### src/rtl/core/hsc_pkg.sv
// ----------------------------------------------------------------------------
// hsc_pkg: shared types and constants of the Hamming SEC codec
// Request payload structs, the operation code and the register defaults.
// ----------------------------------------------------------------------------
`default_nettype none

package hsc_pkg;

    // Fixed field widths
    localparam int unsigned WORD_W = 63;
    localparam int unsigned CFG_W  = 3;

    // Parity bit count: lower clamp, reset value, default ceiling
    localparam int unsigned PARITY_BITS_MIN   = 2;
    localparam int unsigned PARITY_BITS_RESET = 6;
    localparam int unsigned MAX_PARITY_BITS_DFLT = 6;

    // Operation code
    typedef enum logic [0:0] {
        FUNC_ENCODE = 1'b0,
        FUNC_DECODE = 1'b1
    } hsc_func_t;

    // Input request
    typedef struct packed {
        hsc_func_t          func;
        logic [WORD_W-1:0]  word;
    } hsc_in_t;

    // Result request
    typedef struct packed {
        logic [WORD_W-1:0]  result_word;
        logic               has_error;
    } hsc_out_t;

endpackage : hsc_pkg

`default_nettype wire

### src/rtl/core/hamming_sec_codec_top.sv
// ----------------------------------------------------------------------------
// hamming_sec_codec_top: Hamming single-error-correcting encoder/decoder
// Encodes data into a 2^P-1 bit codeword or corrects and unpacks a received
// codeword, P set by the configuration register.
// ----------------------------------------------------------------------------
//  channel | ports                        | payload
//  --------+------------------------------+-----------------------------------
//  input   | s_valid  s_ready  s_data     | hsc_in_t  {func, word}
//  result  | m_valid  m_ready  m_data     | hsc_out_t {result_word, has_error}
//  config  | cfg_valid cfg_ready cfg_data | n_parity_bits, always ready
//
//  One request per cycle sustained while the result side takes results; a
//  request passes four register stages (capture, scatter/mask, syndrome
//  tree, correct/extract), the last being the output register, where it
//  waits to be taken.
//  Reset (aresetn low, synchronous) empties all stages and sets P to 6.
//  The pipeline advances as a whole whenever the output register is empty
//  or being taken; otherwise every stage holds, so a stall drops nothing.
// ----------------------------------------------------------------------------
`default_nettype none

module hamming_sec_codec_top
    import hsc_pkg::*;
#(
    parameter int unsigned MAX_PARITY_BITS = MAX_PARITY_BITS_DFLT
) (
    input  wire logic              aclk,
    input  wire logic              aresetn,

    input  wire logic              s_valid,
    output      logic              s_ready,
    input  wire hsc_in_t           s_data,

    output      logic              m_valid,
    input  wire logic              m_ready,
    output      hsc_out_t          m_data,

    input  wire logic              cfg_valid,
    output      logic              cfg_ready,
    input  wire logic [CFG_W-1:0]  cfg_data
);

    localparam int unsigned PW   = MAX_PARITY_BITS;
    localparam int unsigned MaxN = (1 << MAX_PARITY_BITS) - 1;

    // Mask of codeword positions 1..2^p-1
    function automatic logic [MaxN-1:0] pos_mask(input logic [CFG_W-1:0] p);
        logic [MaxN-1:0] m;
        m = '0;
        for (int i = 0; i < MaxN; i++) begin
            m[i] = (((i + 1) >> p) == 0);
        end
        return m;
    endfunction

    // Clamp the register value into the supported range
    function automatic logic [CFG_W-1:0] clamp_p(input logic [CFG_W-1:0] p);
        logic [CFG_W-1:0] r;
        if (p < CFG_W'(PARITY_BITS_MIN)) begin
            r = CFG_W'(PARITY_BITS_MIN);
        end else if (p > CFG_W'(MAX_PARITY_BITS)) begin
            r = CFG_W'(MAX_PARITY_BITS);
        end else begin
            r = p;
        end
        return r;
    endfunction

    // ------------------------------------------------------------------
    // Configuration register
    // ------------------------------------------------------------------
    logic [CFG_W-1:0] cfg_p_reg;

    assign cfg_ready = 1'b1;

    always_ff @(posedge aclk) begin
        if (!aresetn) begin
            cfg_p_reg <= CFG_W'(PARITY_BITS_RESET);
        end else if (cfg_valid && cfg_ready) begin
            cfg_p_reg <= cfg_data;
        end
    end

    // ------------------------------------------------------------------
    // Pipeline registers
    // ------------------------------------------------------------------
    logic              adv;

    logic              a_valid_reg;
    hsc_func_t         a_func_reg;
    logic [WORD_W-1:0] a_word_reg;
    logic [CFG_W-1:0]  a_p_reg;

    logic              b_valid_reg;
    hsc_func_t         b_func_reg;
    logic [MaxN-1:0]   b_cw_reg;
    logic [MaxN-1:0]   b_cw_next;
    logic [CFG_W-1:0]  b_p_reg;

    logic              c_valid_reg;
    hsc_func_t         c_func_reg;
    logic [MaxN-1:0]   c_cw_reg;
    logic [CFG_W-1:0]  c_p_reg;
    logic [PW-1:0]     c_syn_reg;
    logic [PW-1:0]     c_syn_next;

    logic              m_valid_reg;
    hsc_out_t          m_data_reg;
    hsc_out_t          m_data_next;

    // Advance everything when the output register frees up
    assign adv     = !m_valid_reg || m_ready;
    assign s_ready = adv;
    assign m_valid = m_valid_reg;
    assign m_data  = m_data_reg;

    // Scatter data into non-power-of-two positions, or take the codeword
    always_comb begin
        logic [MaxN-1:0] cw;
        int              k;
        cw = '0;
        k  = 0;
        if (a_func_reg == FUNC_ENCODE) begin
            for (int pos = 1; pos <= MaxN; pos++) begin
                if ((pos & (pos - 1)) != 0) begin
                    cw[pos-1] = a_word_reg[k];
                    k++;
                end
            end
        end else begin
            cw = a_word_reg[MaxN-1:0];
        end
        b_cw_next = cw & pos_mask(a_p_reg);
    end

    // Syndrome: XOR of the indices of all set positions
    always_comb begin
        c_syn_next = '0;
        for (int b = 0; b < PW; b++) begin
            for (int i = 0; i < MaxN; i++) begin
                if ((((i + 1) >> b) & 1) != 0) begin
                    c_syn_next[b] = c_syn_next[b] ^ b_cw_reg[i];
                end
            end
        end
    end

    // Finish: insert parity on encode, correct and unpack on decode
    always_comb begin
        logic [MaxN-1:0]   fixed;
        logic [WORD_W-1:0] data;
        int                k;
        fixed = c_cw_reg;
        data  = '0;
        k     = 0;
        m_data_next = '0;
        unique case (c_func_reg)
            FUNC_ENCODE: begin
                for (int b = 0; b < PW; b++) begin
                    fixed[(1 << b) - 1] = c_cw_reg[(1 << b) - 1] | c_syn_reg[b];
                end
                m_data_next.result_word = WORD_W'(fixed);
                m_data_next.has_error   = 1'b0;
            end
            FUNC_DECODE: begin
                for (int i = 0; i < MaxN; i++) begin
                    fixed[i] = c_cw_reg[i] ^ (c_syn_reg == PW'(i + 1));
                end
                for (int pos = 1; pos <= MaxN; pos++) begin
                    if ((pos & (pos - 1)) != 0) begin
                        data[k] = fixed[pos-1];
                        k++;
                    end
                end
                m_data_next.result_word = data;
                m_data_next.has_error   = (c_syn_reg != '0);
            end
            default: begin
                m_data_next = '0;
            end
        endcase
    end

    // Valid bits
    always_ff @(posedge aclk) begin
        if (!aresetn) begin
            a_valid_reg <= 1'b0;
            b_valid_reg <= 1'b0;
            c_valid_reg <= 1'b0;
            m_valid_reg <= 1'b0;
        end else if (adv) begin
            a_valid_reg <= s_valid;
            b_valid_reg <= a_valid_reg;
            c_valid_reg <= b_valid_reg;
            m_valid_reg <= c_valid_reg;
        end
    end

    // Payload stages; hold on stall
    always_ff @(posedge aclk) begin
        if (adv) begin
            a_func_reg <= s_data.func;
            a_word_reg <= s_data.word;
            a_p_reg    <= clamp_p(cfg_p_reg);

            b_func_reg <= a_func_reg;
            b_cw_reg   <= b_cw_next;
            b_p_reg    <= a_p_reg;

            c_func_reg <= b_func_reg;
            c_cw_reg   <= b_cw_reg;
            c_p_reg    <= b_p_reg;
            c_syn_reg  <= c_syn_next;

            m_data_reg <= m_data_next;
        end
    end

    // ------------------------------------------------------------------
    // Assertions
    // ------------------------------------------------------------------
    // Masked codeword carries nothing above position 2^p-1
    assert property (@(posedge aclk) disable iff (!aresetn)
        b_valid_reg |-> ((b_cw_reg & ~pos_mask(b_p_reg)) == '0))
        else $error("codeword bits set above the configured length");

    // Syndrome always names a position inside the codeword
    assert property (@(posedge aclk) disable iff (!aresetn)
        c_valid_reg |-> ((MaxN'(c_syn_reg) & ~pos_mask(c_p_reg)) == '0))
        else $error("syndrome points outside the codeword");

    // A stalled stage keeps its request
    assert property (@(posedge aclk) disable iff (!aresetn)
        (!adv && b_valid_reg) |=> (b_valid_reg && $stable(b_cw_reg)))
        else $error("stage lost or changed its request during a stall");

    // Encode results never flag an error
    assert property (@(posedge aclk) disable iff (!aresetn)
        (adv && c_valid_reg && c_func_reg == FUNC_ENCODE) |=> !m_data_reg.has_error)
        else $error("encode result flagged an error");

endmodule : hamming_sec_codec_top

`default_nettype wire
### config.mk
export PLATFORM = sky130hd
export DESIGN_NAME = hamming_sec_codec_top
export DESIGN_NICKNAME = d
export VERILOG_FILES = /design/src/rtl/core/hsc_pkg.sv /design/src/rtl/core/hamming_sec_codec_top.sv
export SDC_FILE = /design/constraint.sdc
export NUM_CORES = 1
export LEC_CHECK = 0
export BUFFER_PORTS_ARGS = -buffer_cell sky130_fd_sc_hd__buf_2
export CORE_MARGIN = 1.5
export CORE_UTILIZATION = 40
export CTS_CLUSTER_DIAMETER = 150
export DETAILED_ROUTE_END_ITERATION = 16
export GPL_TIMING_DRIVEN = 0
export HOLD_SLACK_MARGIN = 0.08
export PLACE_DENSITY = 0.62
export SLEW_MARGIN = 30
export SYNTH_ARGS = -nofsm -noshare
export SYNTH_HDL_FRONTEND = slang
export SYNTH_SLANG_ARGS = --single-unit
### constraint.sdc
create_clock -name aclk -period 10.8 [get_ports aclk]
set_clock_uncertainty 0.15 [all_clocks]
set_input_delay 0.54 -clock aclk [delete_from_list [all_inputs] [get_ports aclk]]
set_output_delay 0.54 -clock aclk [all_outputs]
set_load 0.01 [all_outputs]
**Yosys cells after proc, flatten, opt, wreduce, memory -nomap -nowiden**

Cells that the tools add are included.

- Flip-flop bits (word level): 272
- Input bits: 72
- Output and inout bits: 67

- Add/subtract/negate cells: 110
- Order comparisons: 170
- Eq/ne operators: 57
- Shift-type cells: 63
- Muxes and demuxes: 516
- Bitwise logic cells: 251
- Reductions and logical operators: 123

Operators with widths:

| cell | count |
|---|---|
| 32-bit by 8-bit less-than comparator with 1-bit output (second input constant) | 112 |
| 32-bit 2-to-1 mux | 112 |
| 63-bit bitwise mux | 56 |
| 32-bit by 2-bit adder with 32-bit output (second input constant) | 110 |
| 63-bit 2-to-1 mux | 55 |
| 32-bit zero test | 63 |
| 32-bit by 1-bit greater-or-equal comparator with 1-bit output (second input constant) | 56 |
| 6-bit by 3-bit right shift with 32-bit output (first input constant) | 32 |
| 5-bit by 3-bit right shift with 32-bit output (first input constant) | 16 |
| 1-bit binary-select mux with 6-bit select | 56 |
| 1-bit demux with 6-bit select | 56 |
| 4-bit by 3-bit right shift with 32-bit output (first input constant) | 8 |
| 1-bit XOR | 243 |
| 6-bit == test (second input constant) | 31 |
| 1-bit 2-to-1 mux | 174 |
| 64-bit one-hot mux with 2 select lines | 1 |
| 3-bit by 3-bit right shift with 32-bit output (first input constant) | 4 |
| 6-bit by 5-bit == test with 1-bit output (second input constant) | 15 |
| 2-bit by 3-bit right shift with 32-bit output (first input constant) | 2 |
| 63-bit bitwise AND | 1 |
| 1-bit logical AND | 56 |
| 6-bit by 4-bit == test with 1-bit output (second input constant) | 7 |
| 1-bit by 3-bit right shift with 32-bit output (first input constant) | 1 |
| 31-bit 2-to-1 mux | 1 |
| 14 further kinds | 22 |

**Logic depth before layout (Yosys ltp)**

Gate-level depths: netlist of run 1.

- Depth after elaboration: 117
- Gate-level depth with buffers: 8
- Mapped depth without buffers: 7

**Least setup slack after synthesis of run 1**

OpenSTA, ideal clock, no wires.

- Kind: input -> register
- Start point: input m_ready
- End point: register m_valid_reg, in the netlist m_valid
- Library setup time: 0.482 ns
- Arrival time: 8.687 ns
- Data required time: 10.168 ns
- Slack: 1.481 ns
- Stages on the path: 3
- Path through: nand2b_1 > clkbuf_1 > a21boi_0

- Word-level cells in the longest chain between the ends: 1

Ends and longest elaborated chain:

| element | line | RTL |
|---|---|---|
| start, declared | hamming_sec_codec_top.sv:35 | `input wire logic m_ready,` |
| 1-bit logical OR | hamming_sec_codec_top.sv:112 | `assign adv = !m_valid_reg \|\| m_ready;` |
| named net s_ready | hamming_sec_codec_top.sv:31 | `output logic s_ready,` |
| end signal, assigned | hamming_sec_codec_top.sv:195 | `m_valid_reg <= c_valid_reg;` |
| end, declared | hamming_sec_codec_top.sv:107 | `logic m_valid_reg;` |

The timed path passes the listed nets, and every way through them passes these cells.
A chain may end at the register's enable or synchronous reset.

**Worst setup path in the final report of run 1**

- Start point: register a_p_reg[1]
- End point: register b_cw_reg[56] (data pin)

- Word-level cells in the longest chain between the ends: 3

Ends and longest elaborated chain:

| element | line | RTL |
|---|---|---|
| start, declared | hamming_sec_codec_top.sv:92 | `logic [CFG_W-1:0] a_p_reg;` |
| start signal, assigned | hamming_sec_codec_top.sv:204 | `a_p_reg <= clamp_p(cfg_p_reg);` |
| 6-bit by 3-bit right shift with 32-bit output | hamming_sec_codec_top.sv:51 | `m[i] = (((i + 1) >> p) == 0);` |
| 32-bit zero test | hamming_sec_codec_top.sv:51 |  |
| 63-bit bitwise AND | hamming_sec_codec_top.sv:133 | `b_cw_next = cw & pos_mask(a_p_reg);` |
| named net b_cw_next[56] | hamming_sec_codec_top.sv:97 | `logic [MaxN-1:0] b_cw_next;` |
| end signal, assigned | hamming_sec_codec_top.sv:207 | `b_cw_reg <= b_cw_next;` |
| end, declared | hamming_sec_codec_top.sv:96 | `logic [MaxN-1:0] b_cw_reg;` |

The timed path passes the listed nets, and every way through them passes these cells.

==> impl_metrics.env, run 1 <==
export IMPL_outcome="complete, no violations"
export IMPL_worst_pin_slew_ps=1010
export IMPL_chipWidth_um=180
export IMPL_grt_overflow=0
export IMPL_final_layout_size_suffix_gt1_share_pct=17.9
export IMPL_finalWirelength_mm=32.8
export IMPL_syn_instance_count=881
export IMPL_worstPathArrival_ps=4140
export IMPL_num_fill_cells=2651
export IMPL_route_detailed_drc=0
export IMPL_cts_tree="done"
export IMPL_setup_viol=0
export IMPL_numPortBuffers=137
export IMPL_slew_limit_headroom_pct=31.9
export IMPL_antenna_left=0
export IMPL_dr_pass1_iters=5
export IMPL_insertedDiodeCount=0
export IMPL_setup_tns_ps=0
export IMPL_gp_congestion=0.913
export IMPL_cts_root_buffer="clkbuf_16"
export IMPL_ys_seq_area_share_pct=65.0
export IMPL_crit_fanout=14
export IMPL_die_y_um=180
export IMPL_post_cts_setup_buffers=0
export IMPL_crit_path_cell_trace="clkinv_1 > ha_1 > clkbuf_1 > inv_1 > ha_1 > or4_1 > or3b_1 > a211oi_1"
export IMPL_via_per_inst=4.93
export IMPL_grt_pass1_wl_mm=48.6
export IMPL_core_area_mm2=0.0306
export IMPL_grt_usage_pct=20.1
export IMPL_syn_avg_cell_area_um2=14.1
export IMPL_cts_resized=0
export IMPL_place_hpwl_mm=24.6
export IMPL_endpoint_kind="flip-flop"
export IMPL_fmax_ghz=0.254
export IMPL_io_pins=139
export IMPL_clkSinkCount=272
export IMPL_period_share_pct=36.4
export IMPL_path_buf_inv=3
export IMPL_antenna_found_initial=0
export IMPL_p_leak_nw=6.22
export IMPL_cts_clk_slew_worst_paths_ps=60
export IMPL_cts_hold_buf=68
export IMPL_hold_class="in2reg"
export IMPL_h_tree_depth=1
export IMPL_crit_type="reg2reg"
export IMPL_rows=64
export IMPL_syn_num_nets=968
export IMPL_synth_cell_types=51
export IMPL_maxCapViolations=0
export IMPL_cp_start_kind="flip-flop"
export IMPL_grt_max_degree=53
export IMPL_crit_top_cell="ha_1"
export IMPL_grt_pass1_vias=7872
export IMPL_slowest_delay_ps=650
export IMPL_clockBufferDepth=3
export IMPL_dp_cells=1419
export IMPL_via_count=7587
export IMPL_rsz0062_at_grt="no"
export IMPL_power_density_mw_per_mm2=216
export IMPL_drtIter0Drc=589
export IMPL_start_util_pct=40.7
export IMPL_cp_slowest_cell="or4_1"
export IMPL_final_nets=1208
export IMPL_async_flop_share_pct=0
export IMPL_irDropWorstVdd_uv=139
export IMPL_die_area_mm2=0.0322
export IMPL_syn2layout_area_growth_pct=23.7
export IMPL_power_mw=3.32
export IMPL_finalMaxSlewViolations=0
export IMPL_layout_min_cycle_time_ps=3930
export IMPL_required_ps=11010
export IMPL_clk_latency_ps=550
export IMPL_synth_edf_count=265
export IMPL_yosys_register_bits=272
export IMPL_ys_flop_type="edfxtp_1"
export IMPL_wl_per_cell_um=21.3
export IMPL_cts_made_buffers=28
export IMPL_syn_area_mm2=0.0125
export IMPL_cp_top_family="simple AND/OR/NAND/NOR gates"
export IMPL_yosysWarningCount=0
export IMPL_fin_cells=1538
export IMPL_hold_viol=0
export IMPL_largest_reg_flops=64
-- final cells by class --
class	count	area [um2]	area share [%]
timing repair buffer	210	1500	9.71
clock inverter	17	165	1.07
tap	396	495	3.21
inverter	6	22.5	0.146
sequential	272	8100	52.5
buffer	39	159	1.03
multi-input combinational	564	4240	27.5
clock buffer	34	744	4.83
-- per-stage QoR --
stage	worst slack [ps]	utilization (%)	cell area [um2]	hold slack (ps)
after CTS	6940	50.4	15400	82.6
after detailed placement	6980	45.2	13800	265
after global routing	6780	50.4	15400	127
after global placement	-1590	44.6	13600	260
final	6870	50.4	15400	103
after floorplan	1480	-	12500	250
-- cells in the final DEF, fill, tap and decap left out, drive strengths merged, types with 2 or more instances in the layout --
cell	n
a211oi	5
a21boi	3
a21o	2
a21oi	60
and2	2
buf	149
bufinv	3
clkbuf	66
clkinv	13
dfxtp	7
dlygate4sd3	68
edfxtp	265
ha	15
inv	6
mux2i	63
nand2	52
nand2b	10
nand3	2
nand3b	2
nand4b	4
nor2	102
nor2b	16
nor3	25
nor3b	4
nor4	15
nor4b	5
nor4bb	6
o21ai	9
or2	4
xnor2	73
xnor3	26
xor2	45
-- worst register-to-register path, cell delays in order, from the launching register on --
cell and delay [ps]:
edfxtp_1 640, clkinv_1 410, ha_1 280, clkbuf_1 460, inv_1 140, ha_1 220, or4_1 650, or3b_1 510
a211oi_1 280
-- layer usage --
metal  global-route usage, %  wire [um]  vias to the layer above
li1                        -          -                     3678
met1                    26.1      14300                     3582
met3                    2.59       1450                       74
met5                       0          0                        -
met4                    8.50       1440                        0
met2                    33.9      15600                      253
-- power by group --
part           switching (mW)  total [mW]  internal, mW
clock                   0.388       0.949         0.561
combinational           0.430       0.905         0.475
sequential              0.115        1.47          1.35
total                   0.933        3.32          2.39
-- synthesized netlist by cell type, drive strengths merged (15+ instances only) --
cell type / instances / area share [%]
a21oi: 60 / 2.4
xor2: 45 / 3.2
nor2: 102 / 3.1
edfxtp: 265 / 64
clkbuf: 32 / 0.96
nor2b: 16 / 0.80
xnor2: 73 / 5.3
xnor3: 26 / 4.7
nand2: 52 / 1.6
nor3: 25 / 1.0
nor4: 15 / 0.75
mux2i: 63 / 5.1
ha: 15 / 1.5
-- logic make-up (layout without fill, tap and decap cells) --
kind of cell             Yosys count  in the layout  synth area share [%]
AND/OR/NAND/NOR                  255            255                  9.91
other                              1              1                0.0301
XOR/XNOR                         145            145                  13.3
adder cells (fa/ha/maj)           15             15                  1.51
multiplexers                      64             64                  5.15
AO/OA/AOI/OAI                     84             84                  3.68
flip-flops                       272            272                  65.0
buffers and inverters             45            306                  1.43
-- path summary, 6_finish.rpt --
path / from / endpoint / slack (ps) / cells past startpoint
worst max-delay path: a_p_reg[1] / b_cw_reg[56] / 6870 / 8
worst min-delay path: s_valid / a_valid_reg / 100 / 3
worst max register to register: a_p_reg[1] / b_cw_reg[56] / 6870 / 8
worst min register to register: b_func_reg / c_func_reg / 270 / 0
Power figures use the tool's default switching activity.
==> inputs of run 2 (changes only) <==
- ABC_AREA: not set -> 1
- PLACE_DENSITY: 0.62 -> 0.64
- clock period: 10.8 -> 3.6 ns (I/O delays scaled with it)
==> impl_metrics.env, run 2 <==
export IMPL_outcome="complete, no violations"
export IMPL_required_ps=3790
export IMPL_r2r_start="a_p_reg[1]"
export IMPL_crit_fanout=10
export IMPL_hold_path_end="a_word_reg[41]"
export IMPL_synth_largest_area_cell="edfxtp_1"
export IMPL_final_layout_size_suffix_gt1_share_pct=14.1
export IMPL_antenna_found_initial=0
export IMPL_route_detailed_drc=0
export IMPL_via_per_inst=4.82
export IMPL_yosysWarningCount=0
export IMPL_wl_per_cell_um=18.4
export IMPL_power_density_mw_per_mm2=601
export IMPL_netlist_top_cells_area="edfxtp_1, nand2_1, xor2_1, inv_1, xnor2_1"
export IMPL_numPortBuffers=137
export IMPL_fin_ws_ps=101
export IMPL_cts_root_buffer="clkbuf_16"
export IMPL_crit_type="reg2reg"
export IMPL_synth_cell_types=42
export IMPL_finalWirelength_mm=40.3
export IMPL_power_mw=10.3
export IMPL_hold_start="s_data[41]"
export IMPL_r2r_cells=9
export IMPL_layout_min_cycle_time_ps=3500
export IMPL_via_count=10500
export IMPL_die_area_mm2=0.0358
export IMPL_post_synth_top_count_cell="nand2_1"
export IMPL_syn_num_nets=1545
export IMPL_largest_reg_flops=64
export IMPL_r2r_end="b_cw_reg[25]"
export IMPL_layout_common_cells="nand2_1, edfxtp_1, buf_2"
export IMPL_start_util_pct=40.3
export IMPL_rsz0062_at_grt="no"
export IMPL_synth_edf_count=265
export IMPL_grt_usage_pct=22.5
export IMPL_endpoint_kind="flip-flop"
export IMPL_p_comb_share_pct=27.8
export IMPL_clockBufferDepth=3
export IMPL_cts_made_buffers=29
export IMPL_dr_pass1_iters=6
export IMPL_hold_viol=0
export IMPL_fmax_ghz=0.286
export IMPL_final_nets=1800
export IMPL_cts_tree="done"
export IMPL_p_clk_share_pct=28.5
export IMPL_gp_congestion=0.958
export IMPL_synth_commonest_cells="nand2_1, edfxtp_1, inv_1, nor2_1, xor2_1"
export IMPL_io_pins=139
export IMPL_drtIter0Drc=792
export IMPL_rows=68
export IMPL_grt_max_degree=36
export IMPL_syn_avg_cell_area_um2=9.51
export IMPL_worstHoldPathCells=2
export IMPL_num_fill_cells=3174
export IMPL_ys_seq_area_share_pct=58.4
export IMPL_swShare_pct=33.1
export IMPL_syn_area_mm2=0.0139
export IMPL_seqCellArea_mm2=0.00810
export IMPL_slew_limit_headroom_pct=42.6
export IMPL_die_y_um=189
export IMPL_fin_cells=2187
export IMPL_final_util_pct=49.7
export IMPL_p_switching_mw=3.39
export IMPL_core_area_mm2=0.0344
export IMPL_setup_viol=0
export IMPL_clk_latency_ps=550
export IMPL_yosys_register_bits=272
export IMPL_p_leak_nw=7.71
export IMPL_ff2ff_setup_slack_ps=100
export IMPL_finalMaxSlewViolations=0
export IMPL_worst_pin_slew_ps=840
export IMPL_pre_cts_slack_ps=-587
export IMPL_h_tree_depth=1
export IMPL_period_share_pct=97.2
export IMPL_antenna_left=0
export IMPL_multiInputGateArea_mm2=0.00505
export IMPL_grt_pass1_wl_mm=60.1
export IMPL_syn_instance_count=1458
export IMPL_irDropWorstVdd_uv=432
export IMPL_yosys_area_top_type_share_pct=57.4
export IMPL_ys_flop_type="edfxtp_1"
export IMPL_post_cts_setup_buffers=0
export IMPL_cts_clk_slew_worst_paths_ps=60
export IMPL_async_flop_share_pct=0
export IMPL_dp_cells=2059
export IMPL_place_hpwl_mm=31.6
export IMPL_maxCapViolations=0
export IMPL_clkSinkCount=272
export IMPL_startpoint="a_p_reg[1]"
export IMPL_final_common_cell="nand2_1"
export IMPL_p_int_mw=6.87
export IMPL_hold_class="in2reg"
export IMPL_chipWidth_um=189
export IMPL_insertedDiodeCount=0
export IMPL_cp_start_kind="flip-flop"
export IMPL_syn2layout_area_growth_pct=23.2
export IMPL_grt_pass1_vias=10300
export IMPL_grt_overflow=0
export IMPL_fin_hold_ws_ps=193
export IMPL_p_seq_share_pct=43.7
export IMPL_worstPathArrival_ps=3680
==> run 2: changes by cell type after synthesis, moves of 16 or more <==
cell	before	now
a21oi_1	60	28
inv_1	4	136
mux2i_1	63	3
nand2_1	52	522
nand3_1	2	49
nor2b_1	16	0
nor3_1	25	9
o21ai_0	8	50
o21ai_1	1	24
xnor3_1	25	0
xor2_1	45	83
==> run 2: layout make-up <==
type | instances | area share, %
Tap cell | 455 | 3.33
Clock buffer | 38 | 4.68
Multi-Input combinational cell | 993 | 29.6
Sequential cell | 272 | 47.4
Inverter | 146 | 3.23
Clock inverter | 12 | 0.805
Buffer | 47 | 1.28
Timing Repair Buffer | 224 | 9.72
==> run 2: metal layers <==
metal	global-route usage, %	share of wire [%]
met1	27.3	42
met5	0	0
met3	2.43	4.3
met2	38.7	47
met4	13.5	6.8
==> run 2: kinds of logic (layout without fill, tap and decap cells) <==
group / after synthesis / count (layout) / share of synthesized area, %
flip-flops: 272 / 272 / 58.4
buffers and inverters: 193 / 467 / 5.52
adder cells (fa/ha/maj): 15 / 15 / 1.35
multiplexers: 3 / 3 / 0.217
AO/OA/AOI/OAI: 126 / 126 / 5.23
AND/OR/NAND/NOR: 707 / 707 / 20.2
XOR/XNOR: 141 / 141 / 9.01
other: 1 / 1 / 0.0270
==> run 2: metrics by stage <==
stage	cell area [um2]	setup TNS, ps
after floorplan	13900	-404200
after global placement	15100	-783160
after detailed placement	15300	-3070
after CTS	17100	0
after global routing	17100	0
final	17100	0
==> run 2: worst max-delay path, stage by stage (launching register included) <==
cell      delay (ps)
edfxtp_1         520
clkbuf_2         300
inv_1            240
ha_2             350
ha_1             300
nor2_1           270
o21ai_1          250
nor2_2           330
o21ai_1          260
a211oi_1         320
==> run 2: power groups by stage <==
stage          logic (mW)  registers (mW)  clock network (mW)
2_1_floorplan        1.84            4.47                   0
3_3_place_gp         2.72            4.55                   0
3_5_place_dp         2.76            4.56                   0
4_1_cts              2.84            4.49                2.99
5_1_grt              3.21            4.54                3.09
6_report             2.85            4.49                2.92
==> run 2: repair_timing <==
action	CTS	global route
resized for setup	8	7
setup endpoints to repair	14	6
hold endpoints to repair	71	0
pin swaps	0	0
hold buffers	78	0
==> run 2: worst max-delay path by stage <==
stage / end / depth (start not counted) / slack, ps
global route: b_cw_reg[48] / 9 / 10
CTS: b_cw_reg[26] / 9 / 110
floorplan: a_func_reg / 3 / -1510
finish: b_cw_reg[25] / 9 / 100
detailed placement: b_cw_reg[53] / 9 / -590
global placement: m_data[54] / 3 / -2950
